<file path="src/hw/rtl/hfe_pkg.sv">
package hfe_pkg;

    localparam int COUNT_BITS_DEF    = 20;
    localparam int FRACTION_BITS_DEF = 31;
    localparam int CELL_BITS         = 4;
    localparam int PASS_BITS         = 17;
    localparam int NUM_GENO          = 9;
    localparam int NUM_HAPLO         = 4;

    localparam logic [31:0]          TOL_RESET  = 32'd215;
    localparam logic [PASS_BITS-1:0] ITER_RESET = 17'd100000;

    localparam logic ADDR_TOL  = 1'b0;
    localparam logic ADDR_ITER = 1'b1;

    localparam logic [1:0] ST_OK      = 2'd0;
    localparam logic [1:0] ST_EMPTY   = 2'd1;
    localparam logic [1:0] ST_NO_CONV = 2'd2;

    typedef struct packed {
        logic [CELL_BITS-1:0] cell_req;
        logic [19:0]          count;
        logic                 last;
    } t_in_word;

    typedef struct packed {
        logic [31:0]          freq_01;
        logic [31:0]          freq_10;
        logic [31:0]          freq_11;
        logic [1:0]           status;
        logic [PASS_BITS-1:0] passes;
    } t_out_word;

    typedef enum logic [3:0] {
        S_LOAD,
        S_SUMS,
        S_EST_MUL,
        S_EST_DIV,
        S_EST_WAIT,
        S_SPL_MUL_A,
        S_SPL_MUL_B,
        S_SPL_DIV,
        S_SPL_WAIT,
        S_CHECK,
        S_OUT
    } t_state;

    // request to the shared divider
    typedef struct packed {
        logic start;
    } t_div_ctl;

endpackage

</file>
<file path="src/hw/rtl/hfe_divider.sv">
module hfe_divider #(
    parameter int W  = 96,
    parameter int QW = 64
) (
    input  logic                 i_clk,
    input  logic                 i_rst_n,
    input  hfe_pkg::t_div_ctl    i_ctl,
    input  logic [W-1:0]         i_num,
    input  logic [W-1:0]         i_den,
    output logic                 o_done,
    output logic [QW-1:0]        o_quot
);
    import hfe_pkg::*;

    localparam int CW = $clog2(W + 1);

    logic [W-1:0]  r_num, n_num;
    logic [W-1:0]  r_den;
    logic [W:0]    r_rem, n_rem;
    logic [QW-1:0] r_quot, n_quot;
    logic [CW-1:0] r_cnt, n_cnt;
    logic          r_busy, n_busy;
    logic          r_done, n_done;
    logic [W:0]    w_shift;
    logic [W:0]    w_diff;

    assign w_shift = {r_rem[W-1:0], r_num[W-1]};
    assign w_diff  = w_shift - {1'b0, r_den};

    always_comb begin
        n_num  = r_num;
        n_rem  = r_rem;
        n_quot = r_quot;
        n_cnt  = r_cnt;
        n_busy = r_busy;
        n_done = 1'b0;
        if (i_ctl.start) begin
            n_num  = i_num;
            n_rem  = '0;
            n_quot = '0;
            n_cnt  = CW'(W);
            n_busy = 1'b1;
        end else if (r_busy) begin
            n_num = {r_num[W-2:0], 1'b0};
            if (!w_diff[W]) begin
                n_rem  = w_diff;
                n_quot = {r_quot[QW-2:0], 1'b1};
            end else begin
                n_rem  = w_shift;
                n_quot = {r_quot[QW-2:0], 1'b0};
            end
            n_cnt = r_cnt - 1'b1;
            if (r_cnt == CW'(1)) begin
                n_busy = 1'b0;
                n_done = 1'b1;
            end
        end
    end

    always_ff @(posedge i_clk) begin
        if (!i_rst_n) begin
            r_busy <= 1'b0;
            r_done <= 1'b0;
            r_cnt  <= '0;
        end else begin
            r_busy <= n_busy;
            r_done <= n_done;
            r_cnt  <= n_cnt;
        end
        r_num  <= n_num;
        r_rem  <= n_rem;
        r_quot <= n_quot;
        if (i_ctl.start) r_den <= i_den;
    end

    // zero divisor yields zero
    assign o_done = r_done;
    assign o_quot = (r_den == '0) ? '0 : r_quot;

    a_done_once: assert property (@(posedge i_clk) disable iff (!i_rst_n)
        r_done |=> !r_done) else $error("divider done held");
    a_busy_cnt: assert property (@(posedge i_clk) disable iff (!i_rst_n)
        (r_busy && !i_ctl.start) |=> (r_cnt == $past(r_cnt) - 1'b1))
        else $error("divider count slip");
    a_start_busy: assert property (@(posedge i_clk) disable iff (!i_rst_n)
        i_ctl.start |=> r_busy) else $error("divider not started");

endmodule

</file>
<file path="config.mk">
export PLATFORM = sky130hd
export DESIGN_NAME = hfe_divider
export DESIGN_NICKNAME = d
export VERILOG_FILES = /design/src/hw/rtl/hfe_pkg.sv /design/src/hw/rtl/hfe_divider.sv
export SDC_FILE = /design/constraint.sdc
export NUM_CORES = 1
export LEC_CHECK = 0
export ABC_CLOCK_PERIOD_IN_PS = 6060
export BUFFER_PORTS_ARGS = -buffer_cell sky130_fd_sc_hd__buf_2
export CORE_AREA = 2 2 217 219
export DETAILED_ROUTE_END_ITERATION = 6
export DIE_AREA = 0 0 219 221
export PLACE_DENSITY = 0.61
export SYNTH_ARGS = -nofsm -noshare
export SYNTH_HDL_FRONTEND = slang
export SYNTH_SLANG_ARGS = --single-unit
</file>
<file path="constraint.sdc">
create_clock -name i_clk -period 6.06 [get_ports i_clk]
set_input_delay 1.212 -clock i_clk [delete_from_list [all_inputs] [get_ports i_clk]]
set_output_delay 1.212 -clock i_clk [all_outputs]
set_load 0.01 [all_outputs]
</file>
Yosys cells after proc, flatten, opt, wreduce, memory -nomap -nowiden:

Index checks and enable logic that the tools add are counted.

* register bits: 361
* input port bits: 195
* output and inout port bits: 65
* word-level logic and storage cells: 28

* $add $sub $neg: 2
* eq/ne operators: 1
* multiplexer cells: 11
* bitwise gates (word level): 2
* reduce and logical (&&, ||, !) cells: 4

Operators by type and width (number)
* $mux W96: 3
* $sub A97 B96 Y97: 1
* $logic_not A96 Y1: 1
* $mux W64: 1
* $mux W7: 2
* $eq A7 B1 Y1 const B: 1
* $sub A7 B1 Y7 const B: 1
* $mux W1: 5
* $reduce_or A3 Y1: 1
* $not A1 Y1: 2
* $reduce_bool A2 Y1: 1
* $reduce_or A2 Y1: 1

Logic depth before layout (Yosys ltp):

Gate-level depths: netlist of the first run.

* depth in word-level cells: 4
* mapped depth: 17
* gate-level depth less buffers: 16

Worst setup path after synthesis of the first run:

OpenSTA, ideal clock, no wires.

* kind: in2reg
* start point: input port i_ctl
* end point: register r_num[0] (enable)
* library setup time: 449 ps
* arrival: 3568 ps
* data required time: 5611 ps
* slack: 2043 ps
* stages: 4
* path buffers: 2
* cell sequence: clkbuf_1 > nor2_1 > clkbuf_1 > inv_1

* cells in the longest elaborated chain, start to end: 1

Ends and longest elaborated chain
* start, declared: line hfe_divider.sv:7 `input hfe_pkg::t_div_ctl i_ctl,`
* $reduce_bool A2 Y1 (no source line)
* end signal, assigned: line hfe_divider.sv:70 `r_num <= n_num;`
* end, declared: line hfe_divider.sv:17 `logic [W-1:0] r_num, n_num;`

Every way passes these cells.
A chain may end at the register's enable or synchronous reset.

Final worst setup path of the first run:

* start point: register r_den[21]
* end point: output port o_quot[34]

* cells in the longest elaborated chain, start to end: 2

Ends and longest elaborated chain
* start, declared: line hfe_divider.sv:18 `logic [W-1:0] r_den;`
* start signal, assigned: line hfe_divider.sv:73 `if (i_ctl.start) r_den <= i_den;`
* $logic_not A96 Y1: line hfe_divider.sv:78 `assign o_quot = (r_den == '0) ? '0 : r_quot;`
* $mux W64: line hfe_divider.sv:78
* end, declared: line hfe_divider.sv:11 `output logic [QW-1:0] o_quot`

Every way passes these cells.

==> flow_summary.ini, run 1 <==
[status]
status = completed

[placed_design]
io_buffers = 259
preCtsSetupSlack_ns = 1.67
dp_hpwl_um = 41700
gp_congestion = 0.926
place_inst = 2867

[final_layout]
layout-drive-gt1-share_pct = 19.0
multi_input_area_um2 = 10500
stdcell_count = 2950
seqCellArea_um2 = 9150
nNetsFinal = 2598
area_growth_pct = 14.8
nFillCells = 4345

[critical_path]
reg2reg_depth = 13
slowest_stage = nor4_1
critical_path_class = flop to primary output
crit_arrival_ns = 3.31
slowest_delay_ns = 0.94
worstSetupEndpointType = primary output
reg2reg_to = r_rem[83]
start_kind = flop
cp_max_fo = 64
r2r_start = r_den[59]
r2r_slack_ns = 1.66
required_ns = 4.85
crit_chain = nor4_1, nand4_1, nor4_1, nand2_1, buf_4, and2_1, buf_2
cpMostUsedCell = nor4_1

[clock_tree]
cts_tree = built
cts_resized = 0
cts_setup_buffers = 0
clock-sinks = 361
clock_path_buffers = 3
ctsHoldBuffers = 0
clk_latency_ns = 0.57
root_buffer = clkbuf_16
cts_max_level = 2
clkTransAtPathRegs_ns = 0.06
cts_buffers = 42

[route]
dr.pass1.iters = 6
wl_per_cell_um = 19.0
wirelength_um = 56200
ant_nets = 0
num_vias = 16300
drc = 0
via_per_inst = 5.54
drtIter0Drc = 1056

[synthesis]
synth_commonest_cells = nor2_1 (225), edfxtp_1 (192), dfxtp_1 (169)
synth_area_um2 = 20600
yosys-top-cells-area = edfxtp_1 (28%), dfxtp_1 (16%), mux2i_1 (6.8%)
yosys_warnings = 0
synth_ff_type = edfxtp_1
ys_seq_elements = 361
yosysTopAreaCellShare_pct = 28.0
synth_edf_count = 192
ys_types = 67
synthArstFlopShare_pct = 0
synth_area_per_cell_um2 = 9.77
yosys.area.top_type = edfxtp_1
yosysMostFrequentCell = nor2_1
seq_area_frac_synth_pct = 44.4
syn_inst = 2108
syn-num-nets = 2402

[die]
die_w_um = 219
die_area_um2 = 48400
initial_core_util_pct = 44.7
coreArea_um2 = 46100
die_h_um = 221
io_pins = 260
core.rowCount = 79

[global_routing]
grt_pass1_vias = 16200
grt_use_total_pct = 23.0
grt_overflow = 0
grt_max_degree = 106
grt_pass1_wl_um = 88600
antenna_found_initial = 22

[timing]
layout_setup_ws_ns = 1.54
relSlewSlack_pct = 26.7
setup_viol_count_final = 0
period_needed_ns = 4.52
tightest_slew_ns = 1.09
finalCritPeriodShare_pct = 74.6
rsz0062_at_grt = no
fmax_mhz = 221
report.final.slew_viol_count = 0
fin_skew_ns = 0.0171
whs_ns = 0.486
tns_ns = 0
hold_viol_final = 0

[worst_hold_path]
min-delay-start = r_rem[61]
whs_path_depth = 2
hold_path.class = flop to flop
holdPathEnd = r_rem[61]

[pwr]
power.density_nw_per_um2 = 283
cellLeakagePower_nw = 9.85
peakVddDrop_mv = 0.240

[job]
max_cap_violations = 0
==> per-stage QoR <==
step	total power, W	area (um^2)	utilization (%)
3_3_place_gp	0.00417	22300	48.3
3_5_place_dp	0.00419	22300	48.3
2_1_floorplan	0.00384	20600	-
6_report	0.00669	23600	51.3
4_1_cts	0.00676	23600	51.3
5_1_grt	0.00701	23600	51.3
==> placed cells by master, fill, tap and decap left out, drive strengths merged, types with 6 or more instances in the layout <==
cell type,n
and2,67
nand4,45
mux2,95
nor2b,14
clkbuf,57
o211ai,6
a21oi,144
a21o,54
a211oi,79
dfxtp,169
nand2,118
mux2i,140
a32oi,6
o22ai,7
nor4,32
o21a,12
buf,272
o21ai,88
nor3,22
xnor2,58
o21bai,25
or2,8
nor2,225
xor2,41
a21boi,9
ha,98
inv,130
nand2b,9
diode,7
a31oi,18
clkinv,15
edfxtp,192
nand3,16
==> worst max-delay path by stage <==
stage               depth (start not counted)      start  slack [ns]         end
floorplan                                   4      i_ctl        2.04    r_num[0]
global placement                           14   r_den[6]        1.77   r_rem[73]
detailed placement                         13  r_den[59]        1.67   r_rem[83]
CTS                                         7  r_den[21]        1.42  o_quot[57]
global route                                7  r_den[17]        1.29  o_quot[19]
finish                                      7  r_den[21]        1.54  o_quot[34]
==> worst max-delay path: cells and delay by family, from the launching register on <==
kind                   cells  cell delay (ns)
buffers and inverters      2             0.42
DFF                        1             0.40
and+or+nand+nor            5             1.91
==> area by class of cell <==
type / count / area share (%)
antenna: 7 / 0.0741
clock buffer: 57 / 4.90
clock inverter: 19 / 0.921
inverter: 130 / 2.07
multi-input combinational: 1497 / 44.2
sequential: 361 / 38.7
tap: 607 / 3.21
timing repair buffer: 272 / 5.94
==> cell families (layout without fill, tap and decap cells) <==
group                      count (synthesis)  count (layout)  share of synthesized area, %
xor gates and xnor gates                  99              99                          4.30
buffers and inverters                    250             478                          4.84
AOI/OAI and AO/OA                        486             486                          15.1
adders and majority gates                 99              99                          6.05
muxes                                    235             235                          12.0
DFF                                      361             361                          44.4
other                                      0               7                             0
and+or+nand+nor                          578             578                          13.3
==> registers in the layout, summed over array words and instances (netlist names) <==
signal / count
r_den: 96
r_num: 96
r_rem: 96
r_quot: 64
r_cnt: 7
o_done: 1
r_busy: 1
==> where the power goes <==
| group | switching (W) | total (W) | internal [W] |
|---|---|---|---|
| Sequential | 0.000111 | 0.00289 | 0.00278 |
| Clock | 0.00103 | 0.00255 | 0.00152 |
| Combinational | 0.000742 | 0.00126 | 0.000517 |
| Total | 0.00188 | 0.00669 | 0.00481 |
==> layer usage <==
metal	wire, um	track usage (%)	vias up	share of wire [%]
li1	-	-	8017	-
met1	25300	30.9	7738	45
met3	3760	5.65	108	6.7
met5	177	0	-	0.32
met2	25400	36.5	442	45
met4	1560	7.06	30	2.8
Power figures use the tool's default switching activity.
==> run 2: changes to the inputs <==
==> config.mk (replaced) <==
export PLATFORM = sky130hd
export DESIGN_NAME = hfe_divider
export DESIGN_NICKNAME = d
export VERILOG_FILES = /design/src/hw/rtl/hfe_pkg.sv /design/src/hw/rtl/hfe_divider.sv
export SDC_FILE = /design/constraint.sdc
export NUM_CORES = 1
export LEC_CHECK = 0
export ABC_AREA = 1
export ABC_CLOCK_PERIOD_IN_PS = 4500
export BUFFER_PORTS_ARGS = -buffer_cell sky130_fd_sc_hd__buf_2
export CORE_AREA = 2 2 236 238
export DETAILED_ROUTE_END_ITERATION = 6
export DIE_AREA = 0 0 238 240
export PLACE_DENSITY = 0.6
export SYNTH_ARGS = -nofsm -noshare
export SYNTH_HDL_FRONTEND = slang
export SYNTH_SLANG_ARGS = --single-unit
==> constraint.sdc (replaced) <==
create_clock -name i_clk -period 4.5 [get_ports i_clk]
set_input_delay 0.9 -clock i_clk [delete_from_list [all_inputs] [get_ports i_clk]]
set_output_delay 0.9 -clock i_clk [all_outputs]
set_load 0.01 [all_outputs]
==> run 2 against run 1 <==
  * Sequential cell count is the same
  * Routed wire length grew 42%
  * Global-route usage grew 4.8 points
  * Clock-buffer cell count shrank 2
  * Hold slack lost 0.020 ns
  * Clock skew grew 0.030 ns
  * Critical endpoint is now o_quot[6]
==> flow_summary.ini, run 2 <==
[global_routing]
grt_overflow = 0
antenna_found_initial = 21
grt_pass1_vias = 22000
grt_max_degree = 92
grt_use_total_pct = 27.8
grt_pass1_wl_um = 122000

[die]
die_area_um2 = 57100
initial_core_util_pct = 44.5
core.rowCount = 86
io_pins = 260
die_h_um = 240
coreArea_um2 = 54700
die_w_um = 238

[synthesis]
ys_types = 41
synthArstFlopShare_pct = 0
yosys.area.top_type = nand2_1
synth_ff_type = edfxtp_1
seq_area_frac_synth_pct = 37.6
syn-num-nets = 4086
yosysMostFrequentCell = nand2_1
syn_inst = 3792
synth_commonest_cells = nand2_1 (1,707), inv_1 (745), nor2_1 (216)
synth_edf_count = 192
synth_area_um2 = 24300
ys_seq_elements = 361
yosys-top-cells-area = nand2_1 (26%), edfxtp_1 (24%), dfxtp_1 (14%)
yosysTopAreaCellShare_pct = 26.3
yosys_warnings = 0
synth_area_per_cell_um2 = 6.41

[final_layout]
final_util_pct = 50.7
layout-drive-gt1-share_pct = 10.1
reg.largest.list = r_den x96, r_num x96, r_rem x96
stdcell_area_um2 = 27700
mostFrequentLayoutCell = nand2_1
final_cell_mix = nand2_1 (1,706), inv_1 (745), buf_2 (258), nor2_1 (214), edfxtp_1 (192)
area_growth_pct = 13.9
stdcell_count = 4777
nNetsFinal = 4326

[clock_tree]
cts_max_level = 2
ctsHoldBuffers = 0
cts_buffers = 41
clk_latency_ns = 0.60
cts_setup_buffers = 0
cts_tree = built
root_buffer = clkbuf_16
clock_path_buffers = 3
clkTransAtPathRegs_ns = 0.06
clock-sinks = 361

[pwr]
power.switching_w = 0.00202
p_sw_share_pct = 25.7
cellLeakagePower_nw = 15.5
p_total_w = 0.00785
seqPwrFrac_pct = 47.5
intPower_w = 0.00583
power.density_nw_per_um2 = 283
p_comb_share_pct = 9.7
clockPowerShare_pct = 42.7
peakVddDrop_mv = 0.275

[timing]
report.final.slew_viol_count = 0
rsz0062_at_grt = no
setup_viol_count_final = 0
tns_ns = 0
fmax_mhz = 231
fin_skew_ns = 0.0467
finalCritPeriodShare_pct = 96.4
hold_viol_final = 0
period_needed_ns = 4.34
relSlewSlack_pct = 20.5
tightest_slew_ns = 1.18

[placed_design]
place_inst = 4693
dp_hpwl_um = 64400
gp_congestion = 1.02
io_buffers = 259
dpl_cell_area_um2 = 26300

[route]
via_per_inst = 4.85
highest_layer = met5
wl_per_cell_um = 16.7
ant_nets = 0
wl_met3_um = 5910
wirelength_um = 79700
drtIter0Drc = 1658
num_vias = 23200
dr.pass1.iters = 6
drc = 0
dr_wl_met2_um = 34400
met1_length_um = 36600

[critical_path]
crit_arrival_ns = 3.44
start_kind = flop
worstSetupEndpointType = primary output
critical_path_class = flop to primary output
slowest_delay_ns = 0.50
crit_chain = nor4_2, nand4_1, nor4_4, nand3_2, buf_4, nand2_1, inv_1, buf_2
slowest_stage = nand4_1
cp_max_fo = 64
required_ns = 3.60

[job]
max_cap_violations = 0

[status]
status = completed

[worst_hold_path]
hold_path.class = input pin to flop
[run 2: cell types whose count changed in the layout (fill, tap and decap cells not counted), sizes merged, moves of 41 or more]
cell | before | now
nand2 | 118 | 1726
a21oi | 144 | 103
o22ai | 7 | 62
mux2i | 140 | 0
nand3 | 16 | 160
a21o | 54 | 1
inv | 130 | 762
a211oi | 79 | 0
and2 | 67 | 3
o21ai | 88 | 29
mux2 | 95 | 0
[run 2: layer usage]
layer | track usage (%) | vias up
met5 | 0 | -
met4 | 8.92 | 26
met3 | 5.89 | 138
met2 | 44.0 | 633
met1 | 37.8 | 10400
li1 | - | 12000
[run 2: through the flow]
step,setup slack (ns),hold WS (ns)
4_1_cts,0.122,0.434
6_report,0.164,0.467
3_3_place_gp,0.251,0.463
3_5_place_dp,0.303,0.465
2_1_floorplan,0.0802,0.429
5_1_grt,0.0895,0.451
[run 2: power by group through the flow]
| stage | Sequential [W] | Clock, W | Combinational, W |
|---|---|---|---|
| after global placement | 0.00379 | 0 | 0.000764 |
| final | 0.00373 | 0.00335 | 0.000764 |
| after CTS | 0.00373 | 0.00346 | 0.000766 |
| after floorplan | 0.00378 | 0 | 0.000495 |
| after detailed placement | 0.00380 | 0 | 0.000762 |
| after global routing | 0.00375 | 0.00357 | 0.000867 |
[run 2: timing repair]
action,CTS,global route
pin swaps,0,2
endpoints found under the setup margin,64,15
gates resized for setup,2,1
[run 2: final cells by class]
cell class                 instances  area, um^2
multi-input combinational       2588       12000
antenna                            8        20.0
clock buffer                      55        1100
tap                              704         881
timing repair buffer             276        1470
clock inverter                    21         233
sequential                       361        9150
inverter                         764        2870
fill                            5857       27000
[run 2: path summary, 6_finish.rpt]
check                           startpoint   endpoint  slack (ns)  cells after the start
worst max-delay path             r_den[60]  o_quot[6]        0.16                      8
worst max register to register   r_num[95]   r_rem[9]        1.21                     21
worst min register to register   r_rem[94]  r_rem[94]        0.47                      2
worst min-delay path             i_den[16]  r_den[16]        0.47                      1
[run 2: cells by family (layout without fill, tap and decap cells)]
logic type	count (synthesis)	after routing	share of synthesized area (%)
AOI/OAI and AO/OA	217	217	5.12
xor gates and xnor gates	52	52	1.87
adders and majority gates	99	99	5.12
buffers and inverters	843	1116	13.3
DFF	361	361	37.6
other	0	8	0
and+or+nand+nor	2220	2220	36.9
[run 2: worst max-delay path, delay by kind of cell (launching register included)]
family	cells	cell delay, ns
flops	1	0.41
simple gates	5	1.82
buf+inv	3	0.57
==> run 3: changes to the inputs <==
==> config.mk (replaced) <==
export PLATFORM = sky130hd
export DESIGN_NAME = hfe_divider
export DESIGN_NICKNAME = d
export VERILOG_FILES = /design/src/hw/rtl/hfe_pkg.sv /design/src/hw/rtl/hfe_divider.sv
export SDC_FILE = /design/constraint.sdc
export NUM_CORES = 1
export LEC_CHECK = 0
export ABC_CLOCK_PERIOD_IN_PS = 4500
export BUFFER_PORTS_ARGS = -buffer_cell sky130_fd_sc_hd__buf_2
export CORE_AREA = 2 2 217 219
export CTS_CLUSTER_SIZE = 40
export DETAILED_ROUTE_END_ITERATION = 6
export DIE_AREA = 0 0 219 221
export PLACE_DENSITY_LB_ADDON = 0.2
export SYNTH_ARGS = -nofsm -noshare
export SYNTH_HDL_FRONTEND = slang
export SYNTH_SLANG_ARGS = --single-unit
==> run 3 against run 2 <==
  * Sequential power is 5% higher
  * Final cell count is 38% lower
  * Register-to-register slack worse by 0.75 ns
  * Combinational power is 130% higher
  * Largest cell class unchanged
  * Worst setup slack better by 0.049 ns
  * Sequential share of layout area increased by 5.2 points
  * Die area fell by 15%
  * Sequential cell count unchanged
  * Non-clock buffer count grew 3
  * Routed wire length is 30% lower
  * Global-route usage is 5.0 points lower
==> flow_summary.ini, run 3 (same netlist as run 1, synthesis figures left out) <==
[timing]
rsz0062_at_grt = no
tightest_slew_ns = 0.980
report.final.slew_viol_count = 0
fin_skew_ns = 0.0188
fmax_mhz = 233
finalCritPeriodShare_pct = 95.3
period_needed_ns = 4.29
setup_viol_count_final = 0
relSlewSlack_pct = 34.7
hold_viol_final = 0
tns_ns = 0

[clock_tree]
cts_max_level = 2
cts_tree = built
cts_resized = 0
clkTransAtPathRegs_ns = 0.06
root_buffer = clkbuf_16
clock-sinks = 361
clk_latency_ns = 0.59
clock_path_buffers = 3
ctsHoldBuffers = 0
cts_buffers = 43

[pwr]
power.density_nw_per_um2 = 391
cellLeakagePower_nw = 9.97
p_total_w = 0.00935
peakVddDrop_mv = 0.314

[final_layout]
mostFrequentLayoutCell = buf_2
final_cell_mix = buf_2 (258), nor2_1 (225), edfxtp_1 (192), dfxtp_1 (168), a21oi_1 (144)
nNetsFinal = 2606
reg.largest.list = r_den x96, r_num x96, r_rem x96
layout-drive-gt1-share_pct = 19.6
area_growth_pct = 16.2

[placed_design]
dp_hpwl_um = 40800
io_buffers = 259
gp_congestion = 0.924

[global_routing]
grt_pass1_vias = 16200
grt_use_total_pct = 22.8
grt_overflow = 0
antenna_found_initial = 20
grt_max_degree = 174
grt_pass1_wl_um = 88000

[route]
drc = 0
ant_nets = 0
wirelength_um = 56000
dr.pass1.iters = 6
wl_per_cell_um = 18.9
via_per_inst = 5.51
num_vias = 16300
drtIter0Drc = 1072

[worst_hold_path]
hold_path.class = flop to flop
min-delay-start = r_quot[0]
holdPathEnd = r_quot[0]
whs_path_depth = 2

[die]
die_h_um = 221
initial_core_util_pct = 44.7
die_area_um2 = 48400
io_pins = 260
coreArea_um2 = 46100
die_w_um = 219
core.rowCount = 79

[critical_path]
required_ns = 3.60
start_kind = flop
r2r_slack_ns = 0.46
cp_max_fo = 64
critical_path_class = flop to primary output
worstSetupEndpointType = primary output
reg2reg_depth = 17
crit_chain = nor4_1, buf_4, nand4_1, nor4_1, nand2_1, buf_4, and2_1, buf_2
r2r_start = r_num[95]
slowest_delay_ns = 0.60
slowest_stage = nor4_1
crit_arrival_ns = 3.39
reg2reg_to = r_rem[83]

[status]
status = completed

[job]
max_cap_violations = 0
-- run 3: critical path: cells and delay by family, from the launching register on --
kind,cells,cell delay [ns]
DFF,1,0.41
buffers and inverters,3,0.69
and+or+nand+nor,5,1.65
-- run 3: area by class of cell --
class                           count  area, um^2
Timing Repair Buffer              279        1530
Clock buffer                       55        1180
Multi-Input combinational cell   1497       10500
Inverter                          130         489
Fill cell                        4371       22100
Clock inverter                     24         350
Sequential cell                   361        9150
Tap cell                          607         759
Antenna cell                        7        17.5
-- run 3: how the worst max path moves through the flow --
| stage | start | endpoint | slack [ns] | cells after the start |
|---|---|---|---|---|
| 5_1_grt | r_den[59] | o_quot[2] | 0.05 | 8 |
| 2_1_floorplan | i_ctl | r_num[0] | 0.79 | 4 |
| 6_report | r_den[59] | o_quot[2] | 0.21 | 8 |
| 3_3_place_gp | r_den[57] | r_rem[45] | 0.46 | 12 |
| 3_5_place_dp | r_den[59] | r_rem[83] | 0.37 | 13 |
| 4_1_cts | r_den[59] | o_quot[2] | 0.20 | 8 |
-- run 3: through the flow --
stage	util [%]	setup WS, ns	cell area (um^2)	cells	hold slack (ns)
floorplan	-	0.795	20600	2108	0.431
global placement	48.5	0.464	22300	2870	0.449
detailed placement	48.5	0.366	22300	2870	0.456
CTS	51.8	0.201	23900	2949	0.451
global route	51.9	0.0454	23900	2955	0.450
finish	52.0	0.213	23900	2960	0.462
-- run 3: metal layers --
metal / GRT usage, % / part of all wire [%] / routed length (um) / vias up
met4: 6.89 / 2.9 / 1630 / 24
met2: 35.4 / 44 / 24800 / 451
met3: 7.02 / 7.4 / 4130 / 106
met1: 30.5 / 45 / 25300 / 7704
met5: 0 / 0.27 / 149 / -
li1: - / - / - / 8035
-- run 3: timing repair --
item                       in CTS  in global routing
setup endpoints to repair       0                  1
setup buffers                   0                  4
hold endpoints to repair        0                  0
-- run 3: power by group --
part / switching, W / internal (W)
Sequential: 0.000156 / 0.00374
Combinational: 0.00100 / 0.000712
Clock: 0.00146 / 0.00228
